$ cat src/hw/rtl/adq_pkg.sv
// shared types and constants for the ascii decimal to q32.32 converter
// no dependencies

package adq_pkg;

    localparam int INT_W   = 32;
    localparam int FRAC_W  = 30;
    localparam int CNT_W   = 4;
    localparam int QUO_W   = 32;
    localparam int STEP_W  = 5;
    localparam int Q_DEPTH = 2;

    localparam logic [7:0] CH_SPACE = 8'h20;
    localparam logic [7:0] CH_TAB   = 8'h09;
    localparam logic [7:0] CH_PLUS  = 8'h2B;
    localparam logic [7:0] CH_MINUS = 8'h2D;
    localparam logic [7:0] CH_POINT = 8'h2E;
    localparam logic [7:0] CH_ZERO  = 8'h30;
    localparam logic [7:0] CH_NINE  = 8'h39;

    typedef enum logic [3:0] {
        PH_LEAD = 4'b0001,
        PH_INT  = 4'b0010,
        PH_FRAC = 4'b0100,
        PH_DONE = 4'b1000
    } t_phase;

    typedef enum logic [2:0] {
        ST_IDLE = 3'b001,
        ST_DIV  = 3'b010,
        ST_FIN  = 3'b100
    } t_back_state;

    typedef struct packed {
        logic              neg;
        logic [INT_W-1:0]  whole;
        logic [FRAC_W-1:0] frac;
        logic [CNT_W-1:0]  cnt;
    } t_job;

    function automatic logic [FRAC_W-1:0] pow10(input logic [CNT_W-1:0] n);
        logic [FRAC_W-1:0] p;
        case (n)
            4'd0:    p = 30'd1;
            4'd1:    p = 30'd10;
            4'd2:    p = 30'd100;
            4'd3:    p = 30'd1000;
            4'd4:    p = 30'd10000;
            4'd5:    p = 30'd100000;
            4'd6:    p = 30'd1000000;
            4'd7:    p = 30'd10000000;
            4'd8:    p = 30'd100000000;
            default: p = 30'd1000000000;
        endcase
        return p;
    endfunction

endpackage

$ cat src/hw/rtl/adq_front.sv
// front end: accepts characters and runs the parse state machine
// depends on adq_pkg; hands finished strings to the job queue

module adq_front
    import adq_pkg::*;
#(
    parameter int MAX_FRACTION_DIGITS = 9
) (
    input  logic       i_clk,
    input  logic       i_rst_n,
    input  logic       i_valid,
    output logic       o_stall,
    input  logic [7:0] i_char_code,
    input  logic       i_char_present,
    input  logic       i_is_last,
    output logic       o_push,
    output t_job       o_job,
    input  logic       i_full
);

    t_phase            r_phase, n_phase;
    logic              r_neg, n_neg;
    logic [INT_W-1:0]  r_int, n_int;
    logic [FRAC_W-1:0] r_frac, n_frac;
    logic [CNT_W-1:0]  r_cnt, n_cnt;

    logic       accept;
    logic       is_digit;
    logic [3:0] digit;
    logic [7:0] c;

    assign o_stall  = i_full;
    assign accept   = i_valid && !i_full;
    assign c        = i_char_code;
    assign is_digit = (c >= CH_ZERO) && (c <= CH_NINE);
    assign digit    = 4'(c - CH_ZERO);

    always_comb begin
        n_phase = r_phase;
        n_neg   = r_neg;
        n_int   = r_int;
        n_frac  = r_frac;
        n_cnt   = r_cnt;
        if (i_char_present) begin
            unique case (r_phase)
                PH_LEAD: begin
                    if (c == CH_SPACE || c == CH_TAB) begin
                        n_phase = PH_LEAD;
                    end else if (c == CH_PLUS || c == CH_MINUS) begin
                        n_neg   = (c == CH_MINUS);
                        n_phase = PH_INT;
                    end else if (is_digit) begin
                        n_int   = (r_int << 3) + (r_int << 1) + {28'd0, digit};
                        n_phase = PH_INT;
                    end else if (c == CH_POINT) begin
                        n_phase = PH_FRAC;
                    end else begin
                        n_phase = PH_DONE;
                    end
                end
                PH_INT: begin
                    if (is_digit) begin
                        n_int = (r_int << 3) + (r_int << 1) + {28'd0, digit};
                    end else if (c == CH_POINT) begin
                        n_phase = PH_FRAC;
                    end else begin
                        n_phase = PH_DONE;
                    end
                end
                PH_FRAC: begin
                    if (is_digit && (r_cnt < CNT_W'(MAX_FRACTION_DIGITS))) begin
                        n_frac = (r_frac << 3) + (r_frac << 1) + {26'd0, digit};
                        n_cnt  = r_cnt + 4'd1;
                    end else begin
                        n_phase = PH_DONE;
                    end
                end
                default: begin
                    n_phase = PH_DONE;
                end
            endcase
        end
    end

    assign o_push = accept && i_is_last;
    always_comb begin
        o_job.neg   = n_neg;
        o_job.whole = n_int;
        o_job.frac  = n_frac;
        o_job.cnt   = n_cnt;
    end

    always_ff @(posedge i_clk) begin
        if (!i_rst_n || (accept && i_is_last)) begin
            r_phase <= PH_LEAD;
            r_neg   <= 1'b0;
            r_int   <= '0;
            r_frac  <= '0;
            r_cnt   <= '0;
        end else if (accept) begin
            r_phase <= n_phase;
            r_neg   <= n_neg;
            r_int   <= n_int;
            r_frac  <= n_frac;
            r_cnt   <= n_cnt;
        end
    end

endmodule

$ cat src/hw/rtl/adq_queue.sv
// two-entry job queue between the parser and the divider
// depends on adq_pkg

module adq_queue
    import adq_pkg::*;
(
    input  logic i_clk,
    input  logic i_rst_n,
    input  logic i_push,
    input  t_job i_job,
    output logic o_full,
    output logic o_valid,
    output t_job o_job,
    input  logic i_pop
);

    t_job       r_mem [Q_DEPTH];
    logic [0:0] r_wp, r_rp;
    logic [1:0] r_count;
    logic       do_push, do_pop;

    assign o_full  = (r_count == 2'(Q_DEPTH));
    assign o_valid = (r_count != 2'd0);
    assign o_job   = r_mem[r_rp];
    assign do_push = i_push && !o_full;
    assign do_pop  = i_pop && o_valid;

    always_ff @(posedge i_clk) begin
        if (do_push) begin
            r_mem[r_wp] <= i_job;
        end
    end

    always_ff @(posedge i_clk) begin
        if (!i_rst_n) begin
            r_wp    <= '0;
            r_rp    <= '0;
            r_count <= '0;
        end else begin
            if (do_push) begin
                r_wp <= r_wp + 1'b1;
            end
            if (do_pop) begin
                r_rp <= r_rp + 1'b1;
            end
            r_count <= r_count + {1'b0, do_push} - {1'b0, do_pop};
        end
    end

endmodule

$ cat src/hw/rtl/adq_back.sv
// back end: radix-2 fraction divide by a power of ten, sign and output register
// depends on adq_pkg; pulls jobs from adq_queue

module adq_back
    import adq_pkg::*;
(
    input  logic               i_clk,
    input  logic               i_rst_n,
    input  logic               i_q_valid,
    input  t_job               i_job,
    output logic               o_pop,
    output logic               o_valid,
    input  logic               i_stall,
    output logic signed [63:0] o_fixed_value
);

    t_back_state       r_state;
    logic              r_neg;
    logic [INT_W-1:0]  r_int;
    logic [FRAC_W-1:0] r_rem;
    logic [FRAC_W-1:0] r_div;
    logic [QUO_W-1:0]  r_quo;
    logic [STEP_W-1:0] r_step;
    logic              r_out_valid;
    logic [63:0]       r_out;

    logic [FRAC_W:0]   trial;
    logic              sub_ok;
    logic [FRAC_W-1:0] n_rem;
    logic [63:0]       mag;
    logic              out_free;

    assign o_pop    = (r_state == ST_IDLE) && i_q_valid;
    assign trial    = {r_rem, 1'b0};
    assign sub_ok   = (trial >= {1'b0, r_div});
    assign n_rem    = sub_ok ? FRAC_W'(trial - {1'b0, r_div}) : trial[FRAC_W-1:0];
    assign mag      = {r_int, r_quo};
    assign out_free = !r_out_valid || !i_stall;

    always_ff @(posedge i_clk) begin
        if (!i_rst_n) begin
            r_state <= ST_IDLE;
            r_step  <= '0;
        end else begin
            unique case (r_state)
                ST_IDLE: begin
                    if (i_q_valid) begin
                        r_state <= ST_DIV;
                        r_step  <= '0;
                    end
                end
                ST_DIV: begin
                    r_step <= r_step + 1'b1;
                    if (r_step == STEP_W'(QUO_W - 1)) begin
                        r_state <= ST_FIN;
                    end
                end
                ST_FIN: begin
                    if (out_free) begin
                        r_state <= ST_IDLE;
                    end
                end
                default: begin
                    r_state <= ST_IDLE;
                end
            endcase
        end
    end

    always_ff @(posedge i_clk) begin
        if (o_pop) begin
            r_neg <= i_job.neg;
            r_int <= i_job.whole;
            r_rem <= i_job.frac;
            r_div <= pow10(i_job.cnt);
            r_quo <= '0;
        end else if (r_state == ST_DIV) begin
            r_rem <= n_rem;
            r_quo <= {r_quo[QUO_W-2:0], sub_ok};
        end
    end

    always_ff @(posedge i_clk) begin
        if (!i_rst_n) begin
            r_out_valid <= 1'b0;
        end else if ((r_state == ST_FIN) && out_free) begin
            r_out_valid <= 1'b1;
        end else if (!i_stall) begin
            r_out_valid <= 1'b0;
        end
    end

    always_ff @(posedge i_clk) begin
        if ((r_state == ST_FIN) && out_free) begin
            r_out <= r_neg ? (64'd0 - mag) : mag;
        end
    end

    assign o_valid       = r_out_valid;
    assign o_fixed_value = signed'(r_out);

endmodule

$ cat src/hw/rtl/ascii_decimal_to_q32_32.sv
// top level: ascii decimal string to signed q32.32, one character word per cycle
// front parser takes a word every cycle while the job queue has room
// back divider takes one string at a time: load, one quotient bit per step for 32 bits, output
// a string's result goes through the job queue, the idle, divide and finish states and the output register to o_valid
// reset is synchronous, active low; parser, queue and output valid are cleared
// depends on adq_pkg, adq_front, adq_queue, adq_back

module ascii_decimal_to_q32_32
    import adq_pkg::*;
#(
    parameter int MAX_FRACTION_DIGITS = 9
) (
    input  logic               i_clk,
    input  logic               i_rst_n,
    input  logic               i_valid,
    output logic               o_stall,
    input  logic [7:0]         i_char_code,
    input  logic               i_char_present,
    input  logic               i_is_last,
    output logic               o_valid,
    input  logic               i_stall,
    output logic signed [63:0] o_fixed_value
);

    logic push, full, q_valid, pop;
    t_job push_job, q_job;

    adq_front #(
        .MAX_FRACTION_DIGITS(MAX_FRACTION_DIGITS)
    ) u_front (
        .i_clk         (i_clk),
        .i_rst_n       (i_rst_n),
        .i_valid       (i_valid),
        .o_stall       (o_stall),
        .i_char_code   (i_char_code),
        .i_char_present(i_char_present),
        .i_is_last     (i_is_last),
        .o_push        (push),
        .o_job         (push_job),
        .i_full        (full)
    );

    adq_queue u_queue (
        .i_clk  (i_clk),
        .i_rst_n(i_rst_n),
        .i_push (push),
        .i_job  (push_job),
        .o_full (full),
        .o_valid(q_valid),
        .o_job  (q_job),
        .i_pop  (pop)
    );

    adq_back u_back (
        .i_clk        (i_clk),
        .i_rst_n      (i_rst_n),
        .i_q_valid    (q_valid),
        .i_job        (q_job),
        .o_pop        (pop),
        .o_valid      (o_valid),
        .i_stall      (i_stall),
        .o_fixed_value(o_fixed_value)
    );

endmodule

$ cat config.mk
export PLATFORM = sky130hd
export DESIGN_NAME = ascii_decimal_to_q32_32
export DESIGN_NICKNAME = d
export VERILOG_FILES = /design/src/hw/rtl/adq_pkg.sv /design/src/hw/rtl/adq_front.sv /design/src/hw/rtl/adq_queue.sv /design/src/hw/rtl/adq_back.sv /design/src/hw/rtl/ascii_decimal_to_q32_32.sv
export SDC_FILE = /design/constraint.sdc
export NUM_CORES = 1
export LEC_CHECK = 0
export BUFFER_PORTS_ARGS = -buffer_cell sky130_fd_sc_hd__buf_2
export CORE_ASPECT_RATIO = 1.1
export CORE_MARGIN = 5
export CORE_UTILIZATION = 30
export DETAILED_ROUTE_END_ITERATION = 12
export GPL_ROUTABILITY_DRIVEN = 0
export PLACE_DENSITY = 0.47
export RECOVER_POWER = 25
export SYNTH_ARGS = -nofsm -noshare
export SYNTH_HDL_FRONTEND = slang
export SYNTH_SLANG_ARGS = --single-unit
$ cat constraint.sdc
create_clock -name i_clk -period 4.4 [get_ports i_clk]
set_input_delay 0.44 -clock i_clk [delete_from_list [all_inputs] [get_ports i_clk]]
set_output_delay 0.44 -clock i_clk [all_outputs]
set_load 0.01 [all_outputs]
; ---- Yosys cells after proc, flatten, opt, wreduce, memory -nomap -nowiden
; Memory sizes are Yosys's and may differ from the RTL's. A register that Yosys moved wholly into a read port is not among the register bits.
; Index checks and enable logic that the tools add are counted.
[word_totals]
n_memories = 2
mem_bits_ro = 480
ramBits = 134
latchBits = 0
out_inout_bits = 66
in_bits = 14
elab_cells = 114
ff_bits = 243
[memory_table]
columns = memory, depth, word_bits, rd, rd_ports_with_merged_regs, write_ports, line_no
row1 = (name not given), 16, 30, 1, 1, 0, adq_pkg.sv:43  ; case (n)
row2 = u_queue.r_mem, 2, 67, 1, 1, 1, adq_queue.sv:17  ; t_job r_mem [Q_DEPTH];
[classes]
div = 0
add_sub_neg = 13
order_cmp = 4
bitwise_logic = 0
n_mux = 38
n_reduce_logical = 22
n_mul = 0
n_eq_ne = 19
n_shift = 0
[op_table]
columns = cell, count
row1 = 30-bit two-way mux, 6
row2 = 32-bit two-way mux, 4
row3 = 64-bit two-way mux, 1
row4 = 32-bit case mux with 2 select lines, 1
row5 = 1-bit by 64-bit subtractor with 64-bit output (first input constant), 1
row6 = 4-bit two-way mux, 9
row7 = 32-bit adder, 1
row8 = 32-bit by 4-bit adder with 32-bit output, 1
row9 = 8-bit by 6-bit == test with 1-bit output (second input constant), 4
row10 = 31-bit by 30-bit >= comparator with 1-bit output, 1
row11 = 30-bit adder, 1
row12 = 30-bit by 4-bit adder with 30-bit output, 1
row13 = 30-bit subtractor, 1
row14 = 4-bit case mux with 3 select lines, 1
row15 = 1-bit two-way mux, 10
row16 = 5-bit case mux with 2 select lines, 1
row17 = 3-bit two-way mux, 3
row18 = 3-bit case mux with 3 select lines, 1
row19 = 8-bit by 4-bit == test with 1-bit output (second input constant), 1
row20 = 8-bit by 6-bit >= comparator with 1-bit output (second input constant), 1
row21 = 8-bit by 6-bit <= comparator with 1-bit output (second input constant), 1
row22 = 1-bit logical AND, 8
row23 = 2-bit by 1-bit inequality test with 1-bit output (second input constant), 4
row24 = 2-bit nonzero test, 3
row25 = other kinds (22), 30

; ---- Longest topological paths before layout
; Gate-level depths: netlist of run 1.
[logic_depth]
ltp_word = 7
mapped_depth = 13
ltp_nobuf = 13

; ---- Cells and area by module
; Synthesis of run 1 repeated with hierarchy kept, for this count alone.
[hier_totals]
hier_cells = 2028
hier_area_um2 = 22105.0
[by_module_without_submodules]
columns = mod, instances, seq_area_each_um2, cells_per_inst, area_per_inst_um2
row1 = adq_back, 1, 5325.1, 893, 9848.2
row2 = adq_front, 1, 1421.4, 900, 7073.0
row3 = adq_queue, 1, 4124.0, 235, 5183.7

; ---- Worst setup path after synthesis of run 1
; OpenSTA, ideal clock, no wires.
[synth_timing]
kind = flip-flop to flip-flop
start = reg u_back.r_state[2]
end = reg u_back.r_out[0], in the netlist u_back.o_fixed_value[0] (enable)
stages_incl_launch_ff = 3
slack_ns = -0.087
t_arrival_ns = 3.980
setup_ns = 0.507
cell_sequence = dfxtp_1 or3b_2 a21oi_1
[synth_between]
elab_chain_len = 2
[synth_lines]
columns = item, line_no
row1 = start: declaration, adq_back.sv:17  ; t_back_state r_state;
row2 = start signal: assignment, adq_back.sv:42  ; r_state <= ST_IDLE;
row3 = start signal: assignment, adq_back.sv:48  ; r_state <= ST_DIV;
row4 = start signal: assignment, adq_back.sv:55  ; r_state <= ST_FIN;
row5 = 3-bit == test, adq_back.sv:94  ; if ((r_state == ST_FIN) && out_free) begin
row6 = 1-bit logical AND, adq_back.sv:94
row7 = end signal: assignment, adq_back.sv:95  ; r_out <= r_neg ? (64'd0 - mag) : mag;
row8 = end: declaration, adq_back.sv:25  ; logic [63:0] r_out;
; No other way between the ends.
; A chain may end at the register's enable or synchronous reset.

==> impl_metrics.toml, run 1 <==
[detailed_routing]
via_per_inst = 4.94
routed_wl_mm = 51.9
drt_pre_antenna_iters = 5
post_drt_wl_per_cell_um = 16.6
routed-via-count = 15400
ant_nets = 0
drt-initial-drc-count = 675
drcViolationCount = 0

[critical_path]
worstSetupPathType = "flop to flop"
crit_chain = "inv_1 -> fa_1 -> inv_1 -> fa_1 -> a21o_1 -> a21o_1 -> a21oi_1 -> o21ai_0 -> o21ai_0 -> o211ai_1 -> a21boi_0 -> xor2_1 -> o21ai_0"
cp_max_fo = 4
cp-end-kind = "flop"
arrival_ns = 4.13
max_stage_delay_ns = 0.50
cpMostUsedCell = "o21ai_0"
r2r_start = "u_front.r_int[0]"
worstSetupStartpoint = "u_front.r_int[0]"
cp-start-kind = "flop"
slowest_stage = "fa_1"
crit_required_ns = 4.62

[synthesis]
synth_xor_area_share_pct = 5.92
synth_top_area_share_pct = 39.2
syn_inst = 2077
synth_most_common_cell = "nand2_1"
synth_compound_area_share_pct = 13.7
yosys.area.top_type = "edfxtp_1"
yosysSeqAreaShare_pct = 50.0
netlist_area_um2 = 21800
async_flop_share_pct = 0
synth.area.mux_share_pct = 3.51
yosys-top-cells-count = "331 x nand2_1, 284 x edfxtp_1, 155 x ha_1"
synthDistinctLibCells = 79
ys_warn_count = 0
synthTopCellsByArea = "edfxtp_1 39%, dfxtp_1 11%, ha_1 8.9%"
synth_edf_count = 284
synthAdderAreaFrac_pct = 9.37
syn_nets = 2251
syn_area_per_cell_um2 = 10.5
synth_ff_type = "edfxtp_1"
synth_top_family_by_area = "simple AND/OR/NAND/NOR gates"
ys_seq_elements = 401
synthSimpleGateAreaFrac_pct = 15.0

[power]
max-vdd-ir-drop_uv = 290
switchingPower_mw = 4.84
seqPwrFrac_pct = 37.3
p_leak_nw = 9.77
p_int_mw = 9.21
p_clk_share_pct = 26.7
pwr-share-comb_pct = 36.0
switching_share_pct = 34.5
p_per_area_nw_per_um2 = 570

[clocking]
worst_skew_pair.late_latency_ns = 0.57
cts_resized = 0
post_cts_buffers = 0
cts_tree = "done"
clock-sinks = 401
path_clk_slew_ns = 0.06
cts_made_buffers = 44
htree_num_levels = 2
cts_hold_buffers = 0
cts_root_buf = "clkbuf_16"
clockBufferDepth = 3

[sta]
period_minus_slack_ns = 3.92
setup_viol = 0
holdWs_ns = 0.162
grt_setup_unrepaired = "no"
fin_crit_sh_pct = 89.0
maxSlewViolCount = 301
final.setup.tns_ns = 0
hold_viol_final = 0
relSlewSlack_pct = -79.4
fin_worst_skew_ns = 0.0221
tightest_slew_ns = 2.69
fmax_ghz = 0.255

[layout]
regArea_um2 = 10900
nets = 2321
drive_gt1_share_pct = 7.92
post-route-util_pct = 34.3
fillerInstances = 7196
area_growth_pct = 13.4
multi_input_area_um2 = 10400

[global_routing]
antenna_found_initial = 1
grt_pass1_wl_mm = 83.7
grt_util_all_layers_pct = 13.0
grt_max_degree = 78
grt_pass1_vias = 15100
grt-ovfl-total = 0

[hold_path]
worstHoldStart = "i_stall"
hp-class = "input pin to flop"

[placement]
post-dp-hpwl_mm = 37.3
io_buffers = 79

[floorplan]
initial_utilization_pct = 30.3
fp.dieH_um = 292
io_pins = 80
core.rowCount = 103
die_x_um = 267
die-area_um2 = 78000
coreArea_um2 = 71900

[run]
max-cap-violations = 6

[status]
status = "finished with violations"
violations = "max-capacitance violations, max-slew violations"
==> state kept, by name, summed over array words and instances (netlist names), named ones only <==
register and count:
u_queue.r_mem 134, u_queue.r_rp 1, u_back.r_neg 1, u_back.r_state 3, u_queue.r_wp 1, u_front.r_neg 1, u_queue.r_count 2, u_front.r_cnt 4
u_front.r_frac 30, u_back.r_step 5, u_back.r_div 23, u_back.r_rem 30, u_back.r_int 32, u_back.o_valid 1, u_front.r_int 32, u_back.r_quo 32
u_front.r_phase 4, u_back.o_fixed_value 64
==> per-stage QoR <==
step / instances / total power, mW / area [um2] / setup slack [ns]
after global routing: 3128 / 15.0 / 24700 / 0.132
final: 3129 / 14.1 / 24700 / 0.483
after floorplan: 2077 / 9.13 / 21800 / 0.117
after global placement: 3046 / 10.4 / 23300 / 0.198
after CTS: 3128 / 14.2 / 24800 / 0.555
after detailed placement: 3046 / 10.4 / 23300 / 0.153
==> area by class of cell <==
type / count / share of cell area, %
repair buffers: 106 / 2.19
well taps: 945 / 4.79
multi-input cells: 1531 / 42.0
clock buffers: 58 / 4.89
flip-flops and latches: 401 / 44.1
diodes: 1 / 0.0101
clock inverters: 24 / 1.10
inverters: 63 / 0.959
==> power by group through the flow <==
stage	clock, mW	combinational, mW	sequential (mW)
finish	3.75	5.06	5.24
global route	4.04	5.67	5.30
CTS	3.88	5.10	5.25
global placement	0	5.04	5.32
detailed placement	0	5.09	5.32
floorplan	0	3.92	5.22
==> layer usage <==
metal / vias up / wire length [um] / GRT usage [%]
met2: 275 / 23500 / 20.7
met1: 7357 / 25000 / 18.4
li1: 7740 / - / -
met4: 2 / 1390 / 4.09
met5: - / 13 / 0
met3: 71 / 2030 / 1.92
==> cell usage in the layout (no fill, tap or decap), types with 7 or more instances in the layout <==
master,n
a21o_1,40
o21ai_0,105
clkbuf_1,82
a21boi_0,8
o21bai_1,10
xor2_1,32
or2_2,8
clkbuf_16,45
xnor2_1,115
or4_1,11
nor2_1,90
edfxtp_1,284
ha_1,155
nand4_1,13
nand2_1,330
a31oi_1,12
o41ai_1,9
and2_1,10
mux2_2,32
nand3_1,77
buf_2,13
and3_1,12
o31ai_1,26
clkinv_2,7
o21a_1,18
dfxtp_1,117
or3_1,15
nor3_1,33
a211oi_1,39
o211ai_1,13
nor2b_1,29
mux2i_1,37
inv_1,61
a21oi_1,134
nand2b_1,19
buf_4,16
==> cells by family after synthesis <==
kind of cell | Yosys count
AO/OA/AOI/OAI | 467
XOR/XNOR | 147
multiplexers | 72
flip-flops | 401
AND/OR/NAND/NOR | 685
buffers and inverters | 145
adder cells (fa/ha/maj) | 160
==> path summary, 6_finish.rpt <==
kind                          endpoint  slack, ns  depth (start not counted)
setup / recovery  u_queue.r_mem[1][60]       0.48                         13
hold / removal          u_back.o_valid       0.16                          3
setup reg to reg  u_queue.r_mem[1][60]       0.48                         13
hold reg to reg     u_front.r_frac[29]       0.46                          2
==> worst max-delay path: cells and delay by family, from the launching register on <==
kind / cells / cell delay [ns]
AOI/OAI and AO/OA: 8 / 1.94
adders and majority gates: 2 / 0.97
DFF: 1 / 0.33
xor gates and xnor gates: 1 / 0.17
buffers and inverters: 2 / 0.14
Power figures use the tool's default switching activity.
==> run 2, diff against run 1 <==
GPL_TIMING_DRIVEN = 0   (was default)
==> impl_metrics.toml, run 2 (same netlist as run 1, synthesis figures left out) <==
[placement]
io_buffers = 79
post-dp-hpwl_mm = 43.6
dp_slack_ns = -0.161

[critical_path]
cp_max_fo = 4
critPathBufInv = 2
ff2ff_path_depth = 13
cp-start-kind = "flop"
crit_chain = "inv_1 -> fa_1 -> inv_1 -> fa_1 -> a21o_1 -> a21o_1 -> a21oi_1 -> o21ai_0 -> o21ai_1 -> o211ai_1 -> a21boi_0 -> xor2_1 -> o21ai_0"
cp_top_family = "compound AO/OA/AOI/OAI gates"
worstSetupPathType = "flop to flop"
rrSetupSlack_ns = 0.35
slowest_stage = "fa_1"
path_depth = 13
crit_required_ns = 4.75
max_stage_delay_ns = 0.48
cp-end-kind = "flop"
arrival_ns = 4.39

[power]
p_int_mw = 9.07
seqPwrFrac_pct = 36.7
power.total_mw = 14.2
p_per_area_nw_per_um2 = 575
pwr-share-comb_pct = 37.8
p_clk_share_pct = 25.5
switchingPower_mw = 5.16
switching_share_pct = 36.3
max-vdd-ir-drop_uv = 262
p_leak_nw = 9.73

[floorplan]
core.rowCount = 103
initial_utilization_pct = 30.3
die_x_um = 267
coreArea_um2 = 71900
fp.dieH_um = 292
die-area_um2 = 78000
io_pins = 80

[detailed_routing]
routed-via-count = 15800
drt-initial-drc-count = 841
post_drt_wl_per_cell_um = 18.1
via_per_inst = 4.95
ant_nets = 0
drcViolationCount = 0
routed_wl_mm = 57.6
drt_pre_antenna_iters = 5

[layout]
final_cell_mix = "331 x nand2_1, 284 x edfxtp_1, 155 x ha_1"
largest_register = "u_queue.r_mem"
largest_reg_flops = 134
area_growth_pct = 13.7
final_common_cell = "nand2_1"
fillerInstances = 7286
post-route-util_pct = 34.4
drive_gt1_share_pct = 6.74
nets = 2381

[global_routing]
grt_max_degree = 37
grt_pass1_wl_mm = 90.0
grt_util_all_layers_pct = 14.4
grt-ovfl-total = 0
grt_pass1_vias = 15900
antenna_found_initial = 1

[clocking]
cts_hold_buffers = 0
path_clk_slew_ns = 0.06
cts_root_buf = "clkbuf_16"
htree_num_levels = 2
clock-sinks = 401
cts_tree = "done"
clockBufferDepth = 3
worst_skew_pair.late_latency_ns = 0.58
cts_made_buffers = 43

[sta]
maxSlewViolCount = 28
relSlewSlack_pct = -2.12
holdWs_ns = 0.154
fmax_ghz = 0.247
fin_crit_sh_pct = 92.0
tightest_slew_ns = 1.53
period_minus_slack_ns = 4.05
setup_ws_ns = 0.352
setup_viol = 0
fin_worst_skew_ns = 0.0243
hold_viol_final = 0
grt_setup_unrepaired = "no"

[hold_path]
hp-class = "input pin to flop"
holdPathStages = 3

[status]
status = "finished with violations"
violations = "max-capacitance violations, max-slew violations"

[run]
max-cap-violations = 1
run 2: cell count changes in the layout (fill, tap and decap cells not counted), moves of 3 or more:
| cell | before | now |
|---|---|---|
| clkinv_4 | 0 | 3 |
| inv_6 | 4 | 1 |
| clkbuf_8 | 3 | 0 |
| clkbuf_1 | 82 | 141 |
| buf_1 | 0 | 15 |
| buf_4 | 16 | 2 |
run 2: worst register-to-register path: stages (launching register included):
cell	delay (ns)
dfxtp_1	0.37
inv_1	0.09
fa_1	0.48
inv_1	0.06
fa_1	0.46
a21o_1	0.19
a21o_1	0.21
a21oi_1	0.23
o21ai_0	0.29
o21ai_1	0.32
o211ai_1	0.23
a21boi_0	0.41
xor2_1	0.15
o21ai_0	0.33
run 2: final cells by class:
class | count | area [um2] | share of cell area, %
Antenna cell | 1 | 2.50 | 0.0101
Buffer | 82 | 317 | 1.28
Clock buffer | 53 | 1110 | 4.50
Clock inverter | 27 | 283 | 1.14
Inverter | 63 | 236 | 0.956
Multi-Input combinational cell | 1531 | 10300 | 41.8
Sequential cell | 401 | 10900 | 43.9
Tap cell | 945 | 1180 | 4.78
Timing Repair Buffer | 85 | 402 | 1.62
run 2: power by group through the flow:
stage	Sequential, mW	Clock [mW]	Combinational, mW
6_report	5.22	3.63	5.37
5_1_grt	5.28	3.90	5.92
4_1_cts	5.22	3.75	5.41
3_5_place_dp	5.30	0	5.39
3_3_place_gp	5.33	0	5.29
2_1_floorplan	5.22	0	3.92
run 2: final timing paths:
check,start,to
setup / recovery,u_front.r_int[2],u_queue.r_mem[0][60]
hold / removal,i_stall,u_back.o_valid
setup reg to reg,u_front.r_int[2],u_queue.r_mem[0][60]
hold reg to reg,u_front.r_frac[29],u_front.r_frac[29]
run 2: what timing repair did:
action | in CTS | in global routing
setup buffers | 0 | 0
resized for setup | 1 | 2
endpoints found under the setup margin | 9 | 7
gates cloned | 0 | 0
pin swaps | 0 | 0
run 2: per-layer routing:
| metal | wire length (um) | up-vias | global-route usage (%) |
|---|---|---|---|
| li1 | - | 7869 | - |
| met1 | 26200 | 7593 | 18.8 |
| met2 | 28400 | 246 | 25.2 |
| met3 | 1660 | 82 | 1.70 |
| met4 | 1320 | 0 | 4.07 |
| met5 | 0 | - | 0 |
run 2: per-stage QoR:
step / cell area (um2) / cells / TNS, ns
CTS: 24900 / 3187 / 0
global route: 24700 / 3187 / 0
detailed placement: 23500 / 3107 / -0.461
global placement: 23300 / 3101 / -185.96
finish: 24700 / 3188 / 0
floorplan: 21800 / 2077 / 0
==> run 3, diff against run 2 <==
PLACE_DENSITY = 0.46   (was 0.47)
clock period = 4.5 ns   (was 4.4 ns; I/O delays follow)
==> impl_metrics.toml, run 3 (same netlist as run 1, synthesis figures left out) <==
[status]
status = "finished with violations"
violations = "max-capacitance violations, max-slew violations"

[floorplan]
coreArea_um2 = 71900
fp.dieH_um = 292
initial_utilization_pct = 30.3
core.rowCount = 103
io_pins = 80
die_x_um = 267
die-area_um2 = 78000

[layout]
largest_register = "u_queue.r_mem"
drive_gt1_share_pct = 6.57
nets = 2380
fin_cells = 3187
final_common_cell = "nand2_1"
final_cell_mix = "331 x nand2_1, 284 x edfxtp_1, 155 x ha_1"
largest_reg_flops = 134
post-route-cell-area_um2 = 24700
area_growth_pct = 13.6

[placement]
place_area_um2 = 23500
place_inst = 3108
post-dp-hpwl_mm = 43.8
io_buffers = 79

[critical_path]
worstSetupStartpoint = "u_back.r_div[5]"
endpoint = "u_back.r_rem[21]"
max_stage_delay_ns = 0.89
cp_top_family = "compound AO/OA/AOI/OAI gates"
crit_required_ns = 4.80
worstSetupPathType = "flop to flop"
r2r_start = "u_back.r_div[5]"
cp-start-kind = "flop"
cp-end-kind = "flop"
ff2ff_path_depth = 13
timing.rr.end = "u_back.r_rem[21]"
rrSetupSlack_ns = 0.25
critPathBufInv = 3
cp_max_fo = 10
crit_chain = "inv_1 -> ha_1 -> clkbuf_1 -> nand3_1 -> a21boi_0 -> a41oi_1 -> a2111oi_1 -> or2_2 -> a31oi_1 -> o21ai_2 -> buf_2 -> o22ai_1 -> a31o_2"
arrival_ns = 4.54
slowest_stage = "a2111oi_1"
path_depth = 13

[clocking]
htree_num_levels = 2
clock-sinks = 401
clockBufferDepth = 3
post_cts_buffers = 0
cts_root_buf = "clkbuf_16"
cts_made_buffers = 41
cts_tree = "done"
cts_hold_buffers = 0
cts_resized = 0
worst_skew_pair.late_latency_ns = 0.57
path_clk_slew_ns = 0.06

[detailed_routing]
ant_nets = 0
highest_layer = "met4"
met1Wirelength_mm = 26.0
post_drt_wl_per_cell_um = 18.1
drt-initial-drc-count = 806
met2_length_mm = 27.4
routed-via-count = 15700
wl_met3_mm = 2.37
drcViolationCount = 0
drt_pre_antenna_iters = 5
routed_wl_mm = 57.6
via_per_inst = 4.94

[sta]
setup_viol = 0
fin_crit_sh_pct = 94.3
hold_viol_final = 0
fin_worst_skew_ns = 0.0338
period_minus_slack_ns = 4.25
maxSlewViolCount = 27
fmax_ghz = 0.236
tightest_slew_ns = 1.59
relSlewSlack_pct = -5.86
grt_setup_unrepaired = "no"
holdWs_ns = 0.175

[global_routing]
grt_pass1_wl_mm = 90.6
antenna_found_initial = 3
grt_util_all_layers_pct = 14.5
grt_max_degree = 38
grt_pass1_vias = 15800
grt-ovfl-total = 0

[power]
max-vdd-ir-drop_uv = 282
p_per_area_nw_per_um2 = 556
power.total_mw = 13.7
p_leak_nw = 9.70

[hold_path]
hp-class = "input pin to flop"

[run]
max-cap-violations = 1
run 3: cell count changes in the layout (fill, tap and decap cells not counted), sizes merged:
cell / previous run / this run
buf: 35 / 36
inv: 65 / 63
clkinvlp: 4 / 3
diode: 1 / 3
clkinv: 17 / 16
run 3: worst register-to-register path: stages (launching register included):
cell and delay, ns:
edfxtp_1 0.37, inv_1 0.05, ha_1 0.26, clkbuf_1 0.31, nand3_1 0.12, a21boi_0 0.18, a41oi_1 0.11, a2111oi_1 0.89
or2_2 0.27, a31oi_1 0.19, o21ai_2 0.50, buf_2 0.38, o22ai_1 0.12, a31o_2 0.24
run 3: worst min path at each step:
stage | from | depth (start not counted) | to
after floorplan | u_back.r_step[3] | 1 | u_back.r_step[3]
after global placement | u_back.r_step[3] | 1 | u_back.r_step[3]
after detailed placement | u_back.r_step[3] | 1 | u_back.r_step[3]
after CTS | i_stall | 3 | u_back.o_valid
after global routing | i_stall | 3 | u_back.o_valid
final | i_stall | 3 | u_back.o_valid
run 3: area by class of cell:
cell class | instances | area (um2)
clock buffer | 53 | 1090
fill | 7318 | 47200
multi-input combinational | 1531 | 10300
tap | 945 | 1180
timing repair buffer | 86 | 429
clock inverter | 23 | 241
sequential | 401 | 10900
inverter | 63 | 236
antenna | 3 | 7.51
buffer | 82 | 317
run 3: through the flow:
stage	util [%]	setup TNS, ns	setup WS [ns]
floorplan	-	0	0.0132
global placement	32.5	-244.20	-1.87
detailed placement	32.7	0	0.0251
CTS	34.5	0	0.103
global route	34.4	0	0.0629
finish	34.4	0	0.255
run 3: per-layer routing:
metal | global-route usage, % | vias to the layer above
met5 | 0 | -
met4 | 4.86 | 0
met3 | 1.97 | 94
met2 | 24.6 | 273
met1 | 19.1 | 7525
li1 | - | 7851
run 3: power breakdown:
part	internal [mW]	total [mW]	switching (mW)	leakage (nW)
combinational	2.07	5.20	3.13	5.44
sequential	4.81	5.10	0.294	3.63
clock	1.96	3.43	1.47	0.639
